==> config.mk <==
export PLATFORM = sky130hd
export DESIGN_NAME = scancode_to_ascii_decoder
export DESIGN_NICKNAME = d
export VERILOG_FILES = /design/src/hdl/sc2a_pkg.sv /design/src/hdl/sc2a_decode.sv /design/src/hdl/scancode_to_ascii_decoder.sv
export SDC_FILE = /design/constraint.sdc
export NUM_CORES = 1
export LEC_CHECK = 0
export ABC_AREA = 1
export BUFFER_PORTS_ARGS = -buffer_cell sky130_fd_sc_hd__buf_2
export CAP_MARGIN = 30
export CORE_MARGIN = 2
export CORE_UTILIZATION = 39
export DETAILED_ROUTE_END_ITERATION = 10
export PLACE_DENSITY_LB_ADDON = 0.08
export SKIP_LAST_GASP = 1
export SLEW_MARGIN = 20
export SYNTH_ARGS = -nofsm -noshare
export SYNTH_HDL_FRONTEND = slang
export SYNTH_SLANG_ARGS = --single-unit
==> constraint.sdc <==
create_clock -name clk_i -period 4.5 [get_ports clk_i]
set_input_delay 0.225 -clock clk_i [delete_from_list [all_inputs] [get_ports clk_i]]
set_output_delay 0.225 -clock clk_i [all_outputs]
set_load 0.01 [all_outputs]
==> src/hdl/sc2a_pkg.sv <==
package sc2a_pkg;

  // Key codes below this count are printable
  localparam int unsigned KeyCount = 58;

  localparam logic [7:0] PrefixByte = 8'hE0;
  localparam logic [7:0] AltOffset  = 8'h80;

  localparam logic [6:0] KeyLshift = 7'h2A;
  localparam logic [6:0] KeyRshift = 7'h36;
  localparam logic [6:0] KeyCtrl   = 7'h1D;
  localparam logic [6:0] KeyAlt    = 7'h38;
  localparam logic [6:0] KeyCaps   = 7'h3A;
  localparam logic [6:0] KeyLeft   = 7'h4B;
  localparam logic [6:0] KeyRight  = 7'h4D;

  localparam logic [7:0] CodeLeft  = 8'h02;
  localparam logic [7:0] CodeRight = 8'h06;

  // Decode result handed from the decoder to the output register
  typedef struct packed {
    logic       emit;
    logic [7:0] char_code;
  } dec_res_t;

  // US layout, no modifiers
  function automatic logic [7:0] us_rom(input logic [6:0] code);
    logic [7:0] val;
    case (code)
      7'd1:  val = 8'h1B;
      7'd2:  val = 8'h31;
      7'd3:  val = 8'h32;
      7'd4:  val = 8'h33;
      7'd5:  val = 8'h34;
      7'd6:  val = 8'h35;
      7'd7:  val = 8'h36;
      7'd8:  val = 8'h37;
      7'd9:  val = 8'h38;
      7'd10: val = 8'h39;
      7'd11: val = 8'h30;
      7'd12: val = 8'h2D;
      7'd13: val = 8'h3D;
      7'd14: val = 8'h08;
      7'd15: val = 8'h09;
      7'd16: val = 8'h71;
      7'd17: val = 8'h77;
      7'd18: val = 8'h65;
      7'd19: val = 8'h72;
      7'd20: val = 8'h74;
      7'd21: val = 8'h79;
      7'd22: val = 8'h75;
      7'd23: val = 8'h69;
      7'd24: val = 8'h6F;
      7'd25: val = 8'h70;
      7'd26: val = 8'h5B;
      7'd27: val = 8'h5D;
      7'd28: val = 8'h0A;
      7'd30: val = 8'h61;
      7'd31: val = 8'h73;
      7'd32: val = 8'h64;
      7'd33: val = 8'h66;
      7'd34: val = 8'h67;
      7'd35: val = 8'h68;
      7'd36: val = 8'h6A;
      7'd37: val = 8'h6B;
      7'd38: val = 8'h6C;
      7'd39: val = 8'h3B;
      7'd40: val = 8'h27;
      7'd41: val = 8'h60;
      7'd43: val = 8'h5C;
      7'd44: val = 8'h7A;
      7'd45: val = 8'h78;
      7'd46: val = 8'h63;
      7'd47: val = 8'h76;
      7'd48: val = 8'h62;
      7'd49: val = 8'h6E;
      7'd50: val = 8'h6D;
      7'd51: val = 8'h2C;
      7'd52: val = 8'h2E;
      7'd53: val = 8'h2F;
      7'd55: val = 8'h2A;
      7'd57: val = 8'h20;
      default: val = 8'h00;
    endcase
    return val;
  endfunction

  // US layout with shift
  function automatic logic [7:0] shift_rom(input logic [6:0] code);
    logic [7:0] val;
    case (code)
      7'd1:  val = 8'h1B;
      7'd2:  val = 8'h21;
      7'd3:  val = 8'h40;
      7'd4:  val = 8'h23;
      7'd5:  val = 8'h24;
      7'd6:  val = 8'h25;
      7'd7:  val = 8'h5E;
      7'd8:  val = 8'h26;
      7'd9:  val = 8'h2A;
      7'd10: val = 8'h28;
      7'd11: val = 8'h29;
      7'd12: val = 8'h5F;
      7'd13: val = 8'h2B;
      7'd14: val = 8'h08;
      7'd15: val = 8'h09;
      7'd16: val = 8'h51;
      7'd17: val = 8'h57;
      7'd18: val = 8'h45;
      7'd19: val = 8'h52;
      7'd20: val = 8'h54;
      7'd21: val = 8'h59;
      7'd22: val = 8'h55;
      7'd23: val = 8'h49;
      7'd24: val = 8'h4F;
      7'd25: val = 8'h50;
      7'd26: val = 8'h7B;
      7'd27: val = 8'h7D;
      7'd28: val = 8'h0A;
      7'd30: val = 8'h41;
      7'd31: val = 8'h53;
      7'd32: val = 8'h44;
      7'd33: val = 8'h46;
      7'd34: val = 8'h47;
      7'd35: val = 8'h48;
      7'd36: val = 8'h4A;
      7'd37: val = 8'h4B;
      7'd38: val = 8'h4C;
      7'd39: val = 8'h3A;
      7'd40: val = 8'h22;
      7'd41: val = 8'h7E;
      7'd43: val = 8'h7C;
      7'd44: val = 8'h5A;
      7'd45: val = 8'h58;
      7'd46: val = 8'h43;
      7'd47: val = 8'h56;
      7'd48: val = 8'h42;
      7'd49: val = 8'h4E;
      7'd50: val = 8'h4D;
      7'd51: val = 8'h3C;
      7'd52: val = 8'h3E;
      7'd53: val = 8'h3F;
      7'd55: val = 8'h2A;
      7'd57: val = 8'h20;
      default: val = 8'h00;
    endcase
    return val;
  endfunction

  // Control characters; slash and unused keys read zero
  function automatic logic [7:0] ctrl_rom(input logic [6:0] code);
    logic [7:0] val;
    case (code)
      7'd1:  val = 8'h1B;
      7'd2:  val = 8'h31;
      7'd3:  val = 8'h32;
      7'd4:  val = 8'h33;
      7'd5:  val = 8'h34;
      7'd6:  val = 8'h35;
      7'd7:  val = 8'h36;
      7'd8:  val = 8'h37;
      7'd9:  val = 8'h38;
      7'd10: val = 8'h39;
      7'd11: val = 8'h30;
      7'd12: val = 8'h1F;
      7'd13: val = 8'h3D;
      7'd14: val = 8'h08;
      7'd15: val = 8'h09;
      7'd16: val = 8'h11;
      7'd17: val = 8'h17;
      7'd18: val = 8'h05;
      7'd19: val = 8'h12;
      7'd20: val = 8'h14;
      7'd21: val = 8'h19;
      7'd22: val = 8'h15;
      7'd23: val = 8'h09;
      7'd24: val = 8'h0F;
      7'd25: val = 8'h10;
      7'd26: val = 8'h1B;
      7'd27: val = 8'h1D;
      7'd28: val = 8'h0A;
      7'd30: val = 8'h01;
      7'd31: val = 8'h13;
      7'd32: val = 8'h04;
      7'd33: val = 8'h06;
      7'd34: val = 8'h07;
      7'd35: val = 8'h08;
      7'd36: val = 8'h0A;
      7'd37: val = 8'h0B;
      7'd38: val = 8'h0C;
      7'd39: val = 8'h3B;
      7'd40: val = 8'h27;
      7'd41: val = 8'h0A;
      7'd43: val = 8'h1C;
      7'd44: val = 8'h1A;
      7'd45: val = 8'h18;
      7'd46: val = 8'h03;
      7'd47: val = 8'h16;
      7'd48: val = 8'h02;
      7'd49: val = 8'h0E;
      7'd50: val = 8'h0A;
      7'd51: val = 8'h2C;
      7'd52: val = 8'h2E;
      7'd55: val = 8'h2A;
      7'd57: val = 8'h0A;
      default: val = 8'h00;
    endcase
    return val;
  endfunction

endpackage

==> src/hdl/sc2a_decode.sv <==
module sc2a_decode (
  input  logic               clk_i,
  input  logic               rst_ni,
  input  logic [7:0]         byte_i,
  input  logic               take_i,
  output sc2a_pkg::dec_res_t res_o
);

  logic shift_q, shift_d;
  logic ctrl_q, ctrl_d;
  logic alt_q, alt_d;
  logic caps_q, caps_d;
  logic prefix_q, prefix_d;

  logic       pressed;
  logic [6:0] code;
  logic [7:0] us_val;
  logic [7:0] sh_val;
  logic [7:0] ct_val;
  logic       letter;
  logic       printable;
  logic [7:0] pick;

  assign pressed   = ~byte_i[7];
  assign code      = byte_i[6:0];
  assign us_val    = sc2a_pkg::us_rom(code);
  assign sh_val    = sc2a_pkg::shift_rom(code);
  assign ct_val    = sc2a_pkg::ctrl_rom(code);
  assign letter    = (us_val >= 8'h61) && (us_val <= 8'h7A);
  assign printable = ({1'b0, code} < 8'(sc2a_pkg::KeyCount));

  // Character choice by modifier priority
  always_comb begin
    if ((caps_q ^ shift_q) && letter) begin
      pick = sh_val;
    end else if (shift_q) begin
      pick = sh_val;
    end else if (ctrl_q) begin
      pick = ct_val;
    end else if (alt_q) begin
      pick = ct_val + sc2a_pkg::AltOffset;
    end else begin
      pick = us_val;
    end
  end

  // Modifier tracking and result
  always_comb begin
    shift_d       = shift_q;
    ctrl_d        = ctrl_q;
    alt_d         = alt_q;
    caps_d        = caps_q;
    prefix_d      = prefix_q;
    res_o.emit      = 1'b0;
    res_o.char_code = pick;
    if (byte_i == sc2a_pkg::PrefixByte) begin
      prefix_d = 1'b1;
    end else if (prefix_q) begin
      prefix_d = 1'b0;
      if (code == sc2a_pkg::KeyCtrl) begin
        ctrl_d = pressed;
      end else if (code == sc2a_pkg::KeyAlt) begin
        alt_d = pressed;
      end else if (code == sc2a_pkg::KeyLeft && pressed) begin
        res_o.emit      = 1'b1;
        res_o.char_code = sc2a_pkg::CodeLeft;
      end else if (code == sc2a_pkg::KeyRight && pressed) begin
        res_o.emit      = 1'b1;
        res_o.char_code = sc2a_pkg::CodeRight;
      end
    end else if (code == sc2a_pkg::KeyLshift || code == sc2a_pkg::KeyRshift) begin
      shift_d = pressed;
    end else if (code == sc2a_pkg::KeyCtrl) begin
      ctrl_d = pressed;
    end else if (code == sc2a_pkg::KeyAlt) begin
      alt_d = pressed;
    end else if (code == sc2a_pkg::KeyCaps) begin
      caps_d = caps_q ^ pressed;
    end else begin
      res_o.emit = printable && pressed;
    end
  end

  // Flags move only when the item leaves the input stage
  always_ff @(posedge clk_i or negedge rst_ni) begin
    if (!rst_ni) begin
      shift_q  <= 1'b0;
      ctrl_q   <= 1'b0;
      alt_q    <= 1'b0;
      caps_q   <= 1'b0;
      prefix_q <= 1'b0;
    end else if (take_i) begin
      shift_q  <= shift_d;
      ctrl_q   <= ctrl_d;
      alt_q    <= alt_d;
      caps_q   <= caps_d;
      prefix_q <= prefix_d;
    end
  end

  a_prefix_set: assert property (@(posedge clk_i) disable iff (!rst_ni)
    take_i && byte_i == sc2a_pkg::PrefixByte |=> prefix_q)
    else $error("prefix flag not set after prefix byte");

  a_caps_hold: assert property (@(posedge clk_i) disable iff (!rst_ni)
    take_i && code != sc2a_pkg::KeyCaps |=> $stable(caps_q))
    else $error("caps changed on a non-caps item");

  a_ctrl_track: assert property (@(posedge clk_i) disable iff (!rst_ni)
    take_i && code == sc2a_pkg::KeyCtrl |=> ctrl_q == !$past(byte_i[7]))
    else $error("ctrl flag does not follow ctrl key");

endmodule

==> src/hdl/scancode_to_ascii_decoder.sv <==
// An accepted scan byte enters the input register, then goes through decode
// and lookup into the result register.
// Throughput: one scan byte per cycle; the input stalls only while an item
// that emits a character waits behind a stalled, full result register.
// Reset (rst_ni low, asynchronous): both stages empty, all modifier flags clear.
module scancode_to_ascii_decoder (
  input  logic       clk_i,
  input  logic       rst_ni,
  input  logic       in_valid_i,
  output logic       in_stall_o,
  input  logic [7:0] scan_byte_i,
  output logic       out_valid_o,
  input  logic       out_stall_i,
  output logic [7:0] char_code_o
);

  logic       s1_valid_q;
  logic [7:0] s1_byte_q;
  logic       out_valid_q;
  logic [7:0] out_char_q;

  sc2a_pkg::dec_res_t dec;
  logic out_free;
  logic s1_take;
  logic in_take;

  // Result register can load when empty or being drained
  assign out_free   = !out_valid_q || !out_stall_i;
  assign s1_take    = s1_valid_q && (!dec.emit || out_free);
  assign in_stall_o = s1_valid_q && !s1_take;
  assign in_take    = in_valid_i && !in_stall_o;

  sc2a_decode u_decode (
    .clk_i  (clk_i),
    .rst_ni (rst_ni),
    .byte_i (s1_byte_q),
    .take_i (s1_take),
    .res_o  (dec)
  );

  // Input register
  always_ff @(posedge clk_i or negedge rst_ni) begin
    if (!rst_ni) begin
      s1_valid_q <= 1'b0;
    end else if (in_take || s1_take) begin
      s1_valid_q <= in_take;
    end
  end

  always_ff @(posedge clk_i) begin
    if (in_take) begin
      s1_byte_q <= scan_byte_i;
    end
  end

  // Result register
  always_ff @(posedge clk_i or negedge rst_ni) begin
    if (!rst_ni) begin
      out_valid_q <= 1'b0;
    end else if (out_free) begin
      out_valid_q <= s1_take && dec.emit;
    end
  end

  always_ff @(posedge clk_i) begin
    if (s1_take && dec.emit) begin
      out_char_q <= dec.char_code;
    end
  end

  assign out_valid_o = out_valid_q;
  assign char_code_o = out_char_q;

  a_stall_full: assert property (@(posedge clk_i) disable iff (!rst_ni)
    in_stall_o |-> s1_valid_q)
    else $error("input stalled with empty input stage");

  a_blocked_hold: assert property (@(posedge clk_i) disable iff (!rst_ni)
    s1_valid_q && dec.emit && out_valid_q && out_stall_i
    |=> s1_valid_q && $stable(s1_byte_q))
    else $error("blocked item lost from input stage");

  a_rise_src: assert property (@(posedge clk_i) disable iff (!rst_ni)
    $rose(out_valid_q) |-> $past(s1_valid_q && dec.emit))
    else $error("result without an emitting item");

endmodule
* Yosys cells after proc, flatten, opt, wreduce, memory -nomap -nowiden
Memories as Yosys holds them, arrays and structs flattened. A register that Yosys moved wholly into a read port is not among the register bits.
Index checks and enable logic that the tools add are counted.
W data, S select, Z words.
** Cells by class
- Mux-type cells :: 29
- Multipliers :: 0
- Equality and inequality tests :: 9
- Reduce and logical (&&, ||, !) cells :: 21
- Div/mod/pow operators :: 0
- Order comparisons :: 3
- Shift operators :: 0
- Add/subtract/negate cells :: 1
- Bitwise operators :: 8
** Operators with widths (number)
- $mux W8 :: 8
- $mux W9 :: 5
- $eq A7 B6 Y1 const B :: 4
- $mux W6 :: 3
- $eq A7 B7 Y1 const B :: 2
- $mux W1 :: 13
- $logic_and A1 B1 Y1 :: 9
- $add A8 B8 Y8 const B :: 1
- $eq A8 B8 Y1 const B :: 1
- $ge A8 B7 Y1 const B :: 1
- $le A8 B7 Y1 const B :: 1
- $eq A7 B5 Y1 const B :: 1
- $lt A7 B6 Y1 const B :: 1
- $reduce_and A7 Y1 :: 1
- $not A1 Y1 :: 6
- $logic_not A1 Y1 :: 5
- $logic_or A1 B1 Y1 :: 4
- $reduce_and A4 Y1 :: 1
- $reduce_and A3 Y1 :: 1
- $ne A2 B1 Y1 const B :: 1
- $xor A1 B1 Y1 :: 2
** Storage, ports and cells
- Register bits :: 23
- Latch bits :: 0
- Memory bits (writable) :: 0
- Bits of input ports :: 12
- Word-level logic and storage cells :: 83
- Bits in read-only memories :: 1280
- Memories kept :: 3
- Output and inout port bits :: 10
** Memories
- (no name shown) :: words 64, width 7, rd ports 1, clocked after memory_dff 1, wr ports 0, line sc2a_pkg.sv:91 : case (code)
- (no name shown) :: words 64, width 7, rd ports 1, clocked after memory_dff 1, wr ports 0, line sc2a_pkg.sv:29 : case (code)
- (no name shown) :: words 64, width 6, rd ports 1, clocked after memory_dff 1, wr ports 0, line sc2a_pkg.sv:153 : case (code)

* Longest topological paths before layout
- Depth after elaboration :: 20
- Depth in mapped cells :: 23
- Mapped depth without buffers :: 22

* By module
A second synthesis with hierarchy kept.
** Second synthesis, totals
- Cell total of the unflattened synthesis :: 397
- Area total of the unflattened synthesis :: 2600.0 µm²
** By module, submodules not included
- sc2a_decode :: seq. area each 125.1 µm², times used 1, area each 2009.4 µm², cells an instance 368
- scancode_to_ascii_decoder :: seq. area each 530.5 µm², times used 1, area each 590.6 µm², cells an instance 29

* Worst setup path before layout
OpenSTA, ideal clock, no wires.
- Path kind :: reg-to-reg
- Start point :: reg s1_byte_q[4]
- End point :: reg with a tool-made name
- Stages on the path, launching flop included :: 18
- Data required time :: 4.385 ns
- Buffers on the path :: 1
- Period minus slack after synthesis :: 2.627 ns
- Path slack :: 1.873 ns
- Library setup time :: 0.115 ns
- Arrival :: 2.512 ns
- Path through :: edfxtp_1 nor3_1 nand3b_1 nand2_1 nand2_1 nand2_2 nand3_4 nand2_4 buf_6 nand2_1 nand2_2 ha_1 inv_1 nand3_1 nand3_1 nand2_1 a21oi_2 nand2_1
** RTL lines
- start: declaration :: line scancode_to_ascii_decoder.sv:18 : logic [7:0] s1_byte_q;
- start signal: assignment :: line scancode_to_ascii_decoder.sv:52 : s1_byte_q <= scan_byte_i;

==> results.yml <==
sta:
  fin_crit_sh_pct: 73.2
  finalSetupViolCount: 0
  maxSlewHeadroom_pct: 54.8
  clock-skew-final_ns: 0.00559
  post-route-min-period_ns: 3.29
  grt_setup_unrepaired: "false"
  hold_viol_final: 0
  max_freq_mhz: 304
  tightest_slew_ns: 0.676
  slew_violations: 0
  fin_hold_ws_ns: 0.106
  final.setup.tns_ns: 0
power:
  seq_power_share_pct: 45.9
  power.density_nw_per_um2: 307
  p_sw_share_pct: 34.2
  comb_power_share_pct: 28.2
  power_switching_mw: 0.355
  internal_power_mw: 0.683
  irDropWorstVdd_mv: 0.119
  p_leak_nw: 1.71
  total_power_mw: 1.04
  p_clk_share_pct: 25.9
drt:
  post_drt_wl_per_cell_um: 14.1
  drc_errors: 0
  vias: 3021
  drt_first_pass_iters: 4
  wl_um: 8430
  viasPerCell: 5.05
  drt_iter0_markers: 177
  postRouteAntennaNets: 0
finish:
  fillers: 835
  mostFrequentLayoutCell: "nand2_1"
  multi_input_area_um2: 1800
  final_nets: 520
  register_area_um2: 1060
  area_growth_pct: 8.48
  drive_above_1_share_pct: 10.3
  final_cell_mix: "185 x nand2_1, 73 x nand3_1, 44 x nor2_1, 38 x inv_1, 21 x buf_2"
  layout.cells.non_filler: 598
  diodes: 0
hold_path:
  hold_path_class: "in -> reg"
  hold_end: "s1_byte_q[6]"
  hp-start: "scan_byte_i[6]"
  min_path_cells: 1
yosys:
  netlist_instances: 479
  yosysWarnings: 0
  synth_adder_area_share_pct: 5.23
  yosysUniqueCellTypes: 34
  synthTopCellsByArea: "nand2_1 22%, edfxtp_1 15%, dfxtp_1 13%, nand3_1 12%, dfrtp_1 5.6%"
  synthSimpleGateAreaFrac_pct: 44.8
  synth_top_area_share_pct: 22.3
  synth.area.mux_share_pct: 0
  yosysTopAreaCell: "nand2_1"
  seq_area_frac_synth_pct: 33.9
  syn_area_um2: 3110
  synth_compound_area_share_pct: 7.60
  synth_top_family_by_area: "simple AND/OR/NAND/NOR gates"
  avgSynthCellArea_um2: 6.50
  syn_nets: 504
  ys_seq_elements: 43
  synthXorXnorAreaFrac_pct: 0.281
worst_setup_path:
  start_kind: "flop"
  r2r_slack_ns: 1.21
  cp.arrival_ns: 3.47
  crit_type: "reg -> reg"
  end_kind: "flop"
  r2r-start: "s1_byte_q[6]"
  required_ns: 4.68
  path_max_fanout: 23
  rr_worst_depth: 17
grt:
  grt.total_usage_pct: 20.3
  grt_pass1_vias: 2780
  gr-total-overflow: 0
  antenna_found_initial: 0
  grt_max_degree: 34
  grt_pass1_wl_um: 14000
floorplan:
  die_h_um: 93.3
  io_pins: 22
  die_w_um: 93.3
  coreArea_um2: 7730
  dieArea_um2: 8710
  row_count: 32
  initial_core_util_pct: 40.3
clock_network:
  insertion_delay_ns: 0.29
  numCtsBuffers: 5
  cts_tree: "built"
  cts_sinks: 43
  clockBufferDepth: 2
  root_buffer: "clkbuf_8"
  cts.clk_slew.worst_paths_ns: 0.08
  cts.htree.levels: 2
status:
  status: "finished clean"
place:
  numPlacedInstances: 588
  hpwl_um: 6500
  io_buffers: 21
  gp_congestion: 0.941
job:
  max_cap_violations: 0
## routing by layer
layer / up-vias / part of all wire [%] / GRT usage [%]
met3: 13 / 5.0 / 3.55
met5: - / 0 / 0
met1: 1347 / 47 / 27.8
met2: 88 / 46 / 32.7
li1: 1573 / - / -
met4: 0 / 1.9 / 6.13
## final cells by class
class | instances | share of cell area (%)
Timing Repair Buffer | 23 | 3.74
Inverter | 43 | 4.78
Tap cell | 102 | 3.78
Clock buffer | 6 | 2.78
Sequential cell | 43 | 31.3
Clock inverter | 2 | 0.259
Multi-Input combinational cell | 379 | 53.4
## synthesized netlist by cell type
cell type / instances
buf_1: 1
edfxtp_1: 16
nand2_4: 2
nand2_1: 185
o21ai_0: 19
nor2_4: 2
inv_1: 38
nor2_2: 3
clkbuf_1: 2
nor4_1: 1
nand3_1: 73
buf_4: 3
a21oi_1: 10
a21oi_2: 1
o311ai_0: 1
o21ai_1: 3
xor2_1: 1
nand3b_1: 2
buf_6: 3
buf_2: 5
nand3_4: 1
nand2_2: 7
ha_1: 13
inv_2: 5
a2111oi_0: 1
a21boi_1: 1
dfrtp_1: 7
nor2_1: 44
o22ai_1: 3
dfxtp_1: 20
o211ai_1: 1
o21ai_4: 1
nand4_1: 2
nor3_1: 2
## cell families after synthesis
| logic type | after synthesis |
|---|---|
| and+or+nand+nor | 324 |
| buffers and inverters | 57 |
| DFF | 43 |
| AOI/OAI and AO/OA | 41 |
| adders and majority gates | 13 |
| xor gates and xnor gates | 1 |
## power groups by stage
stage | Sequential, mW | Combinational, mW | Clock, mW
final | 0.476 | 0.293 | 0.269
after global routing | 0.482 | 0.334 | 0.296
after CTS | 0.476 | 0.288 | 0.279
after detailed placement | 0.485 | 0.287 | 0
after global placement | 0.485 | 0.292 | 0
after floorplan | 0.479 | 0.221 | 0
## how the worst max path moves through the flow
stage                     cells after the start         start    to  slack, ns
final                                        17  s1_byte_q[6]  flop       1.21
after floorplan                              17  s1_byte_q[4]  flop       1.87
after global placement                       16  s1_byte_q[6]  flop       1.20
after CTS                                    16  s1_byte_q[6]  flop       1.11
after global routing                         17  s1_byte_q[6]  flop       0.92
after detailed placement                     16  s1_byte_q[6]  flop       1.13
## critical path, stage by stage (launching register included)
cell and delay, ns:
edfxtp_1 0.47, inv_2 0.30, nand3_1 0.18, nor2_1 0.17, nor2_1 0.05, nand3_1 0.09, nand2_2 0.08, nand3_4 0.13
nand2_4 0.15, nand2_1 0.10, nand2_1 0.22, ha_1 0.39, inv_1 0.10, nand3_1 0.19, nand3_1 0.22, nand2_1 0.11
a21oi_2 0.14, nand2_1 0.07
## through the flow
| stage | utilization [%] | worst slack [ns] | cell area [um2] |
|---|---|---|---|
| after floorplan | - | 1.87 | 3110 |
| after global placement | 42.1 | 1.20 | 3250 |
| after detailed placement | 42.1 | 1.13 | 3250 |
| after CTS | 43.5 | 1.11 | 3360 |
| after global routing | 43.7 | 0.920 | 3380 |
| final | 43.7 | 1.21 | 3380 |
## repair_timing
action	4_1_cts	5_1_grt
setup buffers	0	0
hold endpoints to repair	7	0
hold buffers	1	0
resized for setup	0	0
Note: power is estimated with default switching activity, not from simulation.
